--- src/rtl/core/cbpe_pkg.sv ---
// Shared widths, register indexes and bundle types for the cubic Bezier point evaluator.
`default_nettype none

package cbpe_pkg;

    // Coordinate and curve parameter formats.
    localparam int COORD_BITS = 12;
    localparam int FRAC_BITS  = 16;

    // The parameter t carries one integer bit so that 1.0 can be written.
    localparam int T_W = FRAC_BITS + 1;
    // A weight with the factor three applied stays below 4.0.
    localparam int W_W = FRAC_BITS + 2;
    // Product of a weight (with a zero sign bit) and a signed coordinate.
    localparam int P_W = W_W + 1 + COORD_BITS;
    // Sum of four products.
    localparam int S_W = P_W + 2;

    localparam logic [T_W-1:0] ONE = T_W'(1) << FRAC_BITS;
    localparam logic signed [S_W-1:0] TRUNC_BIAS = S_W'((64'd1 << FRAC_BITS) - 64'd1);

    // Configuration register file.
    localparam int NUM_REGS = 8;
    localparam int IDX_W    = 3;

    localparam logic [IDX_W-1:0] REG_P0_X = IDX_W'(0);
    localparam logic [IDX_W-1:0] REG_P0_Y = IDX_W'(1);
    localparam logic [IDX_W-1:0] REG_P1_X = IDX_W'(2);
    localparam logic [IDX_W-1:0] REG_P1_Y = IDX_W'(3);
    localparam logic [IDX_W-1:0] REG_P2_X = IDX_W'(4);
    localparam logic [IDX_W-1:0] REG_P2_Y = IDX_W'(5);
    localparam logic [IDX_W-1:0] REG_P3_X = IDX_W'(6);
    localparam logic [IDX_W-1:0] REG_P3_Y = IDX_W'(7);

    typedef logic signed [COORD_BITS-1:0] t_coord;
    typedef logic [W_W-1:0] t_weight;

    // The four Bernstein weights of one item.
    typedef struct packed {
        t_weight w0;
        t_weight w1;
        t_weight w2;
        t_weight w3;
    } t_weights;

    // Control coordinates of one axis, start point first.
    typedef struct packed {
        t_coord p0;
        t_coord p1;
        t_coord p2;
        t_coord p3;
    } t_axis_pts;

endpackage

`default_nettype wire

--- src/rtl/core/cbpe_blend.sv ---
// Three-stage pipeline that blends the control coordinates of both axes with the weights.
`default_nettype none

module cbpe_blend (
    input  wire logic                 i_clk,
    input  wire logic                 i_rst_n,
    input  wire logic                 i_valid,
    input  cbpe_pkg::t_weights        i_w,
    input  cbpe_pkg::t_axis_pts       i_pts_x,
    input  cbpe_pkg::t_axis_pts       i_pts_y,
    output logic                      o_valid,
    output cbpe_pkg::t_coord          o_point_x,
    output cbpe_pkg::t_coord          o_point_y
);

    localparam int P_W = cbpe_pkg::P_W;
    localparam int S_W = cbpe_pkg::S_W;
    localparam int F   = cbpe_pkg::FRAC_BITS;
    localparam int C   = cbpe_pkg::COORD_BITS;

    cbpe_pkg::t_axis_pts pts [2];

    assign pts[0] = i_pts_x;
    assign pts[1] = i_pts_y;

    logic                    r_m_valid;
    logic signed [P_W-1:0]   r_m_prod [2][4];
    logic                    r_s_valid;
    logic signed [S_W-1:0]   r_s_sum  [2];
    logic signed [P_W-1:0]   n_prod   [2][4];
    logic signed [S_W-1:0]   n_sum    [2];
    logic signed [S_W-1:0]   biased   [2];
    logic signed [S_W-1:0]   shifted  [2];

    // Stage M: one weight times one coordinate per multiplier.
    always_comb begin
        for (int a = 0; a < 2; a++) begin
            n_prod[a][0] = $signed({1'b0, i_w.w0}) * pts[a].p0;
            n_prod[a][1] = $signed({1'b0, i_w.w1}) * pts[a].p1;
            n_prod[a][2] = $signed({1'b0, i_w.w2}) * pts[a].p2;
            n_prod[a][3] = $signed({1'b0, i_w.w3}) * pts[a].p3;
        end
    end

    // Stage S: exact weighted sum of the four products.
    always_comb begin
        for (int a = 0; a < 2; a++) begin
            n_sum[a] = S_W'(r_m_prod[a][0]) + S_W'(r_m_prod[a][1])
                     + S_W'(r_m_prod[a][2]) + S_W'(r_m_prod[a][3]);
        end
    end

    // Output stage: divide by one, truncating toward zero.
    always_comb begin
        for (int a = 0; a < 2; a++) begin
            if (r_s_sum[a][S_W-1]) begin
                biased[a] = r_s_sum[a] + cbpe_pkg::TRUNC_BIAS;
            end else begin
                biased[a] = r_s_sum[a];
            end
            shifted[a] = biased[a] >>> F;
        end
    end

    // Valid bits.
    always_ff @(posedge i_clk) begin
        if (!i_rst_n) begin
            r_m_valid <= 1'b0;
            r_s_valid <= 1'b0;
            o_valid   <= 1'b0;
        end else begin
            r_m_valid <= i_valid;
            r_s_valid <= r_m_valid;
            o_valid   <= r_s_valid;
        end
    end

    // Payload registers.
    always_ff @(posedge i_clk) begin
        r_m_prod  <= n_prod;
        r_s_sum   <= n_sum;
        o_point_x <= shifted[0][C-1:0];
        o_point_y <= shifted[1][C-1:0];
    end

endmodule

`default_nettype wire

--- config.mk ---
export PLATFORM = sky130hd
export DESIGN_NAME = cbpe_blend
export DESIGN_NICKNAME = d
export VERILOG_FILES = /design/src/rtl/core/cbpe_pkg.sv /design/src/rtl/core/cbpe_blend.sv
export SDC_FILE = /design/constraint.sdc
export NUM_CORES = 2
export LEC_CHECK = 0
export BUFFER_PORTS_ARGS = -buffer_cell sky130_fd_sc_hd__buf_2
export CORE_MARGIN = 10
export CORE_UTILIZATION = 35
export DETAILED_ROUTE_END_ITERATION = 12
export GPL_ROUTABILITY_DRIVEN = 0
export GPL_TIMING_DRIVEN = 0
export PLACE_DENSITY = 0.55
export SETUP_SLACK_MARGIN = 0.4
export SLEW_MARGIN = 0
export SYNTH_ARGS = -nofsm -noshare
export SYNTH_HDL_FRONTEND = slang
export SYNTH_SLANG_ARGS = --single-unit
--- constraint.sdc ---
create_clock -name i_clk -period 10.97 [get_ports i_clk]
set_clock_uncertainty 0.15 [all_clocks]
set_input_delay 2.194 -clock i_clk [delete_from_list [all_inputs] [get_ports i_clk]]
set_output_delay 2.194 -clock i_clk [all_outputs]
set_load 0.005 [all_outputs]
==> flow_summary.yaml <==
clock_tree:
  cts_buffers: 41
  ctsHtreeMaxLevel: 2
  clk_latency_ps: 660
  cts-root-buf: "clkbuf_16"
  cts_max_path_buffers: 3
  postCtsHoldBufs: 0
  clock_sinks: 333
  cts_tree: "yes"
  postCtsSetupRepairBufs: 0
  clkTransAtPathRegs_ps: 70
  cts_resized: 0
timing:
  setup_viol: 0
  final.min_clock_period_ps: 8860
  tns_ps: 0
  fin_crit_sh_pct: 80.8
  hold_violations: 0
  max_freq_mhz: 113
  rsz0062_at_grt: "no"
  fin_ws_ps: 2110
  slew_headroom_pct: 7.18
  maxSlewViolCount: 0
  worstMarginPinSlew_ps: 1380
cells_and_area:
  finalNetCount: 10200
  layout_common_cells: "1711 x inv_1, 1414 x fa_1, 1108 x nand2_1"
  finalInstanceArea_um2: 74700
  final_common_cell: "inv_1"
  syn_to_final_growth_pct: 8.02
  drive_gt1_share_pct: 3.34
  utilization_pct: 37.9
drt:
  wl_um: 208000
  dr.pass1.iters: 5
  drc: 0
  vias_per_cell: 4.90
  antenna_left: 0
  wl_per_cell_um: 19.8
  drt-initial-drc-count: 3619
  vias: 51600
critical_path:
  cp.required_ps: 11220
  r2r_end: "r_s_sum[27]"
  critPathSlowestCell: "xnor2_1"
  reg2reg_from: "r_m_prod[1]"
  endpoint_kind: "flip-flop"
  cp_cell_sequence: "clkbuf_1, clkbuf_1, nand2_1, fa_1, fa_1, inv_1, fa_1, fa_1, inv_1, fa_1, inv_1, ha_1, o21ai_0, a21oi_1, nand3_1, o21a_1, o21ai_0, a21oi_1, o31ai_1, a21oi_1, xnor2_1"
  critPathMaxStageDelay_ps: 1060
  worstPathArrival_ps: 9110
  path_class: "in2reg"
  critical_path.most_common_cell: "fa_1"
  crit_end: "r_m_prod[247]"
  cp_max_fo: 10
  cp-start-kind: "input port"
  critPathLaunch: "i_pts_x[41]"
  r2r_cells: 14
  r2r_slack_ps: 6870
worst_hold_path:
  min_path_type: "reg2reg"
yosys:
  synthCells: 7644
  synth.distinct_cells: 77
  netlist_area_um2: 69100
  synthTopCellsByArea: "fa_1 41%, ha_1 14%, dfxtp_1 9.6%, inv_1 9.3%, nand2_1 6.0%"
  ys_ff_latch: 333
  synth_ff_type: "dfxtp_1"
  async_reset_ff_share_pct: 0
  yosysWarnings: 0
  avgSynthCellArea_um2: 9.04
  syn_nets: 9997
  synth_edf_count: 0
  synth.top_cell.area_share_pct: 41.0
  synth_top_cell_by_area: "fa_1"
  seq_area_frac_synth_pct: 9.65
status:
  status: "finished clean"
floorplanning:
  start_util_pct: 35.1
  dieArea_um2: 216000
  die_y_um: 464
  num_rows: 163
  die_w_um: 464
  core_um2: 197000
  io_pins: 196
job:
  maxCapViolations: 0
placement:
  place_area_um2: 73200
  dp_slack_ps: 1630
  portBuffers: 162
  hpwl_um: 180000
grt:
  antenna_found_initial: 49
  grt_max_degree: 16
  grt_pass1_wl_um: 324000
  grt_pass1_vias: 54100
  overflow: 0
  track_usage_pct: 19.4
## per-stage QoR
stage	std cells	hold WS (ps)
after floorplan	7644	256
after global placement	10400	265
after detailed placement	10400	273
after CTS	10500	298
after global routing	10500	326
final	10500	289
## cells in the mapped netlist, drive strengths merged, types with 3 or more instances
library cell  instances
a211o                 3
a221o                 7
a311oi                3
o21ai               109
a21o                124
o31ai                12
o21a                 35
nor3b                 5
fa                 1414
a41oi                 9
nor2                231
or2                   9
ha                  768
nor3                 22
or3                   3
and4                  4
o22ai                 5
nor4                 14
o21bai               31
nand4                21
nand3b                3
dfxtp               333
a31oi                26
inv                1711
xnor2               199
a2111o                3
a211oi               15
and3                 24
nand2              1108
buf                   4
a21boi                6
clkbuf              291
xor2                 64
nor2b                50
o41ai                 4
o31a                 14
a21oi               198
and2                608
nand3                48
o211ai                6
nand2b               67
a221oi                4
## state kept, by name (all words and copies together) (netlist names)
register   flops
o_point_x     12
r_m_valid      1
o_point_y     12
r_s_sum       58
r_m_prod     248
o_valid        1
r_s_valid      1
## cell families (layout without fill, tap and decap cells)
family / after synthesis / in the layout / synth area share (%)
flip-flops: 333 / 333 / 9.65
XOR/XNOR: 263 / 263 / 3.33
adder cells (fa/ha/maj): 2182 / 2182 / 54.9
multiplexers: 1 / 1 / 0.0145
AO/OA/AOI/OAI: 639 / 639 / 6.07
other: 0 / 15 / 0
AND/OR/NAND/NOR: 2220 / 2220 / 15.2
buffers and inverters: 2006 / 2242 / 10.9
## cell type report
type	count	area, um2
diodes	15	37.5
plain buffers	295	1110
clock buffers	49	1100
clock inverters	25	298
fillers	20100	122000
inverters	1711	6420
multi-input cells	5305	54900
flip-flops and latches	333	6670
well taps	2640	3300
repair buffers	162	811
## worst min-delay path by stage
stage | start | to | slack, ps | cells past startpoint
final | r_s_valid | o_valid | 290 | 1
after global routing | r_s_valid | o_valid | 330 | 1
after CTS | r_s_valid | o_valid | 300 | 1
after detailed placement | r_m_valid | r_s_valid | 270 | 1
after global placement | r_s_valid | o_valid | 270 | 1
after floorplan | r_s_valid | o_valid | 260 | 1
## metal layers
layer  part of all wire, %  routed length (um)  track usage (%)
met5                 0.051                 106                0
met4                   2.7                5650             4.83
met3                   7.6               15900             2.82
met2                    45               94000             30.9
met1                    44               92500             27.6
## critical path: cells and delay by family
family,cells,cell delay [ps]
adders and majority gates,6,3000
AOI/OAI and AO/OA,7,1360
buffers and inverters,5,1200
xor gates and xnor gates,1,1060
and+or+nand+nor,2,260
Power is not shown: default switching activity piles up to over one toggle a cycle in this logic, so the estimate is an artifact.
