[src/rtl/core/cbpe_pkg.sv]
// Shared widths, register indexes and bundle types for the cubic Bezier point evaluator.
`default_nettype none

package cbpe_pkg;

    // Coordinate and curve parameter formats.
    localparam int COORD_BITS = 12;
    localparam int FRAC_BITS  = 16;

    // The parameter t carries one integer bit so that 1.0 can be written.
    localparam int T_W = FRAC_BITS + 1;
    // A weight with the factor three applied stays below 4.0.
    localparam int W_W = FRAC_BITS + 2;
    // Product of a weight (with a zero sign bit) and a signed coordinate.
    localparam int P_W = W_W + 1 + COORD_BITS;
    // Sum of four products.
    localparam int S_W = P_W + 2;

    localparam logic [T_W-1:0] ONE = T_W'(1) << FRAC_BITS;
    localparam logic signed [S_W-1:0] TRUNC_BIAS = S_W'((64'd1 << FRAC_BITS) - 64'd1);

    // Configuration register file.
    localparam int NUM_REGS = 8;
    localparam int IDX_W    = 3;

    localparam logic [IDX_W-1:0] REG_P0_X = IDX_W'(0);
    localparam logic [IDX_W-1:0] REG_P0_Y = IDX_W'(1);
    localparam logic [IDX_W-1:0] REG_P1_X = IDX_W'(2);
    localparam logic [IDX_W-1:0] REG_P1_Y = IDX_W'(3);
    localparam logic [IDX_W-1:0] REG_P2_X = IDX_W'(4);
    localparam logic [IDX_W-1:0] REG_P2_Y = IDX_W'(5);
    localparam logic [IDX_W-1:0] REG_P3_X = IDX_W'(6);
    localparam logic [IDX_W-1:0] REG_P3_Y = IDX_W'(7);

    typedef logic signed [COORD_BITS-1:0] t_coord;
    typedef logic [W_W-1:0] t_weight;

    // The four Bernstein weights of one item.
    typedef struct packed {
        t_weight w0;
        t_weight w1;
        t_weight w2;
        t_weight w3;
    } t_weights;

    // Control coordinates of one axis, start point first.
    typedef struct packed {
        t_coord p0;
        t_coord p1;
        t_coord p2;
        t_coord p3;
    } t_axis_pts;

endpackage

`default_nettype wire

[src/rtl/core/cbpe_weights.sv]
// Three-stage pipeline that turns the curve parameter t into the four Bernstein weights.
`default_nettype none

module cbpe_weights (
    input  wire logic                      i_clk,
    input  wire logic                      i_rst_n,
    input  wire logic                      i_valid,
    input  wire logic [cbpe_pkg::T_W-1:0]  i_t_frac,
    output logic                           o_valid,
    output cbpe_pkg::t_weights             o_w
);

    localparam int T_W  = cbpe_pkg::T_W;
    localparam int W_W  = cbpe_pkg::W_W;
    localparam int F    = cbpe_pkg::FRAC_BITS;

    // Stage A: saturated t and its complement u.
    logic             r_a_valid;
    logic [T_W-1:0]   r_a_t;
    logic [T_W-1:0]   r_a_u;
    logic [T_W-1:0]   n_a_t;

    always_comb begin
        if (i_t_frac > cbpe_pkg::ONE) begin
            n_a_t = cbpe_pkg::ONE;
        end else begin
            n_a_t = i_t_frac;
        end
    end

    // Stage B: squares u*u and t*t, floored back to Q.F.
    logic             r_b_valid;
    logic [T_W-1:0]   r_b_t;
    logic [T_W-1:0]   r_b_u;
    logic [T_W-1:0]   r_b_uu;
    logic [T_W-1:0]   r_b_tt;
    logic [2*T_W-1:0] prod_uu;
    logic [2*T_W-1:0] prod_tt;

    assign prod_uu = r_a_u * r_a_u;
    assign prod_tt = r_a_t * r_a_t;

    // Stage C: the four cubes, the inner two scaled by three.
    logic [2*T_W-1:0] prod_uuu;
    logic [2*T_W-1:0] prod_uut;
    logic [2*T_W-1:0] prod_ttu;
    logic [2*T_W-1:0] prod_ttt;
    logic [T_W-1:0]   cube_uut;
    logic [T_W-1:0]   cube_ttu;

    assign prod_uuu = r_b_uu * r_b_u;
    assign prod_uut = r_b_uu * r_b_t;
    assign prod_ttu = r_b_tt * r_b_u;
    assign prod_ttt = r_b_tt * r_b_t;
    assign cube_uut = prod_uut[F +: T_W];
    assign cube_ttu = prod_ttu[F +: T_W];

    cbpe_pkg::t_weights n_w;

    always_comb begin
        n_w.w0 = W_W'(prod_uuu[F +: T_W]);
        n_w.w1 = {cube_uut, 1'b0} + W_W'(cube_uut);
        n_w.w2 = {cube_ttu, 1'b0} + W_W'(cube_ttu);
        n_w.w3 = W_W'(prod_ttt[F +: T_W]);
    end

    // Valid bits.
    always_ff @(posedge i_clk) begin
        if (!i_rst_n) begin
            r_a_valid <= 1'b0;
            r_b_valid <= 1'b0;
            o_valid   <= 1'b0;
        end else begin
            r_a_valid <= i_valid;
            r_b_valid <= r_a_valid;
            o_valid   <= r_b_valid;
        end
    end

    // Payload registers.
    always_ff @(posedge i_clk) begin
        r_a_t  <= n_a_t;
        r_a_u  <= cbpe_pkg::ONE - n_a_t;
        r_b_t  <= r_a_t;
        r_b_u  <= r_a_u;
        r_b_uu <= prod_uu[F +: T_W];
        r_b_tt <= prod_tt[F +: T_W];
        o_w    <= n_w;
    end

endmodule

`default_nettype wire

[config.mk]
export PLATFORM = sky130hd
export DESIGN_NAME = cbpe_weights
export DESIGN_NICKNAME = d
export VERILOG_FILES = /design/src/rtl/core/cbpe_pkg.sv /design/src/rtl/core/cbpe_weights.sv
export SDC_FILE = /design/constraint.sdc
export NUM_CORES = 2
export LEC_CHECK = 0
export CAP_MARGIN = 10
export CELL_PAD_IN_SITES_DETAIL_PLACEMENT = 0
export CELL_PAD_IN_SITES_GLOBAL_PLACEMENT = 1
export CORE_MARGIN = 2
export CORE_UTILIZATION = 50
export DETAILED_ROUTE_END_ITERATION = 16
export DONT_BUFFER_PORTS = 1
export GPL_ROUTABILITY_DRIVEN = 0
export PLACE_DENSITY_LB_ADDON = 0.1
export SETUP_SLACK_MARGIN = 0.4
export SYNTH_ARGS = -nofsm -noshare
export SYNTH_HDL_FRONTEND = slang
export SYNTH_SLANG_ARGS = --single-unit
[constraint.sdc]
create_clock -name i_clk -period 12.51 [get_ports i_clk]
set_input_delay 2.502 -clock i_clk [delete_from_list [all_inputs] [get_ports i_clk]]
set_output_delay 2.502 -clock i_clk [all_outputs]
set_load 0.05 [all_outputs]
==> results.yml <==
worst_hold_path:
  timing.hold.worst_endpoint: "r_b_valid$_SDFF_PN0_"
  min_path_cells: 1
  worst_hold_startpoint: "r_a_valid$_SDFF_PN0_"
  min_path_type: "flip-flop to flip-flop"
yosys:
  yosys_warnings: 0
  post_synth_num_cell_types: 77
  synth-seq-area-share: 0.0620
  async_flop_share: 0
  synth_area_mm2: 0.0559
  yosys_register_bits: 173
  syn_area_per_cell_um2: 9.06
  synth_flop_cell: "sky130_fd_sc_hd__dfxtp_1"
  synth_edf_count: 0
  syn_inst: 6171
floorplan:
  die_area_mm2: 0.114
  floorplan.die.height_um: 338
  io_pins: 93
  rows: 122
  start_util: 0.504
  core_region_area_mm2: 0.111
  die_w_um: 338
setup_path:
  r2r_start: "r_b_uu[6]$_DFF_P_"
  worst_r2r_path_depth: 34
  crit_path_top_delay_cell: "sky130_fd_sc_hd__dfxtp_1"
  timing.critical_path.required_ns: 12.98
  worst-path-max-fanout: 18
  worstSetupStartpointType: "flip-flop"
  reg2reg_setup_slack_ns: 3.56
  r2r_end: "o_w[53]$_DFF_P_"
  cpPeakStageDelay_ns: 0.77
  worst_setup_path_end_kind: "flip-flop"
  worst-endpoint-arrival_ns: 9.41
  crit_path_frequent_cell: "sky130_fd_sc_hd__fa_1"
  crit_type: "flip-flop to flip-flop"
routing:
  routed_wl_um: 139000
  vias: 38500
  drt_iter0_markers: 1873
  route.detailed.vias_per_inst: 5.11
  detail_route.drc_violations: 0
  detail_route.wl_per_cell_um: 18.5
  firstDrtPassIters: 6
  antenna_violating_nets_post_route: 0
place:
  dp_hpwl_um: 107000
  placement.io_buffers: 0
  placed_instance_area_mm2: 0.0575
cells_and_area:
  area_of_all_placed_cells_without_fillers_mm2: 0.0581
  final_net_count: 7965
  final_common_cell: "sky130_fd_sc_hd__inv_1"
  synthToLayoutAreaGrowth_pct: 3.96
  multiInputGateArea_mm2: 0.0454
  post_route_cells_drive_above_1_share: 0.0253
  final_cell_mix: "1609 x sky130_fd_sc_hd__inv_1, 1266 x sky130_fd_sc_hd__fa_1, 901 x sky130_fd_sc_hd__nand2_1"
  num-fill-cells: 10600
  sequential_cell_area_mm2: 0.00347
outcome:
  run_status: "finished clean"
sta:
  finalHoldViolCount: 0
  count_of_endpoints_failing_setup_in_the_final_report: 0
  final_min_period_over_clock_period: 0.715
  finalClockSkew_ns: 0.0327
  maxSlewViolCount: 0
  worst_slew_pin_slew_ns: 1.11
  fin_setup_tns_ns: 0
  period_minus_slack_ns: 8.95
  maximum_achievable_frequency_mhz: 112
  relSlewSlack: 0.261
  timing.hold.ws_ns: 0.436
  rsz_0062_raised_after_global_routing: "false"
clock_tree:
  postCtsResizedCells: 0
  cts_tree: "built"
  numClockSinks: 173
  htreeDepth: 4
  cts_buffer_depth: 2
  worst_setup_hold_path_clk_slew_ns: 0.07
  clock_latency_ns: 0.56
  cts-buffers-inserted: 17
  cts_hold_buffers: 0
  post_cts_repair_timing_setup_buffer_count: 0
  clk_root_buffer_cell: "sky130_fd_sc_hd__clkbuf_16"
grt:
  via_count_of_the_first_global_routing_pass: 42100
  grt_overflow_total: 0
  grt.total_usage: 0.258
  grt_first_pass_wirelength_um: 231000
  grt_antenna_before_repair: 2
  largest_net_degree_at_the_start_of_global_routing: 36
flow_run:
  number_of_maximum_capacitance_constraint_violations: 0
==> cell families after synthesis <==
group           share of synthesized area
fa+ha+maj                           0.599
buf+inv                             0.125
simple gates                        0.148
compound gates                     0.0386
flops                              0.0620
xor+xnor                           0.0270
mux                              0.000784
other cells                     0.0000671
==> through the flow <==
step	setup slack (ns)	util	std cells
2_1_floorplan	4.68	-	6172
3_3_place_gp	3.84	0.519	7501
3_5_place_dp	3.60	0.519	7501
4_1_cts	3.58	0.524	7533
5_1_grt	2.97	0.524	7533
6_report	3.56	0.524	7534
==> final cells by class <==
| cell class | count | share of cell area |
|---|---|---|
| inverter | 1610 | 0.104 |
| tap | 1488 | 0.0321 |
| clock inverter | 15 | 0.00286 |
| antenna | 1 | 0.0000431 |
| clock buffer | 17 | 0.00732 |
| sequential | 173 | 0.0597 |
| timing repair buffer | 94 | 0.0121 |
| multi-input combinational | 4136 | 0.782 |
==> synth_stat cells, drive strengths merged, types with 3 or more instances <==
cell type | count | area, um2
a211o | 4 | 35.0
nand3b | 7 | 52.6
o31a | 5 | 52.6
o311ai | 6 | 52.6
o21ai | 42 | 214
nand4 | 12 | 75.1
a2111oi | 4 | 35.0
o21a | 24 | 180
o31ai | 3 | 22.5
nor2b | 30 | 188
o21bai | 15 | 113
dfxtp | 173 | 3460
o2111ai | 8 | 70.1
o221ai | 3 | 26.3
a31o | 6 | 52.6
nor4b | 5 | 43.8
a211oi | 15 | 118
a311oi | 7 | 61.3
nand2b | 17 | 106
or3 | 15 | 93.8
and3 | 19 | 119
ha | 647 | 8100
or2 | 8 | 50.1
a41o | 3 | 30.0
inv | 1610 | 6040
buf | 3 | 18.8
nand3 | 23 | 115
o211ai | 7 | 57.6
nor3 | 34 | 180
nor2 | 115 | 432
nand2 | 901 | 3380
a21oi | 90 | 462
a31oi | 6 | 37.5
clkbuf | 250 | 938
fa | 1266 | 25300
a21o | 38 | 287
o22ai | 6 | 37.5
and2 | 534 | 3340
mux2 | 3 | 33.8
o211a | 3 | 30.0
nor4 | 3 | 18.8
xor2 | 53 | 464
a22oi | 5 | 37.5
xnor2 | 119 | 1040
==> routing by layer <==
layer,up-vias,wire length [um],track usage
met5,-,0,0
met3,123,7280,0.0348
li1,17700,-,-
met1,19800,63600,0.362
met2,833,65400,0.426
met4,0,2820,0.0598
==> critical path: cells and delay by family (launching register included) <==
family	cells	cell delay (ns)
buffers and inverters	5	0.57
and+or+nand+nor	7	1.07
xor gates and xnor gates	1	0.19
adders and majority gates	9	3.83
DFF	1	0.77
AOI/OAI and AO/OA	12	2.44
==> flip-flops by register name (all words and copies together), names as in the netlist <==
register and flops:
o_w 70, r_b_tt 17, o_valid 1, r_b_valid 1, r_a_u 17, r_a_t 16, r_a_valid 1, r_b_uu 17
r_b_u 17, r_b_t 16
==> worst max-delay path by stage <==
stage | from | end | slack [ns] | cells past startpoint
after floorplan | r_b_t[2]$_DFF_P_ | o_w[53]$_DFF_P_ | 4.68 | 33
after global placement | r_b_uu[6]$_DFF_P_ | o_w[53]$_DFF_P_ | 3.84 | 34
after detailed placement | r_b_uu[6]$_DFF_P_ | o_w[53]$_DFF_P_ | 3.60 | 34
after CTS | r_b_uu[6]$_DFF_P_ | o_w[53]$_DFF_P_ | 3.58 | 34
after global routing | r_b_uu[6]$_DFF_P_ | o_w[53]$_DFF_P_ | 2.97 | 34
final | r_b_uu[6]$_DFF_P_ | o_w[53]$_DFF_P_ | 3.56 | 34
Power is not shown: default switching activity piles up to over one toggle a cycle in this logic, so the estimate is an artifact.
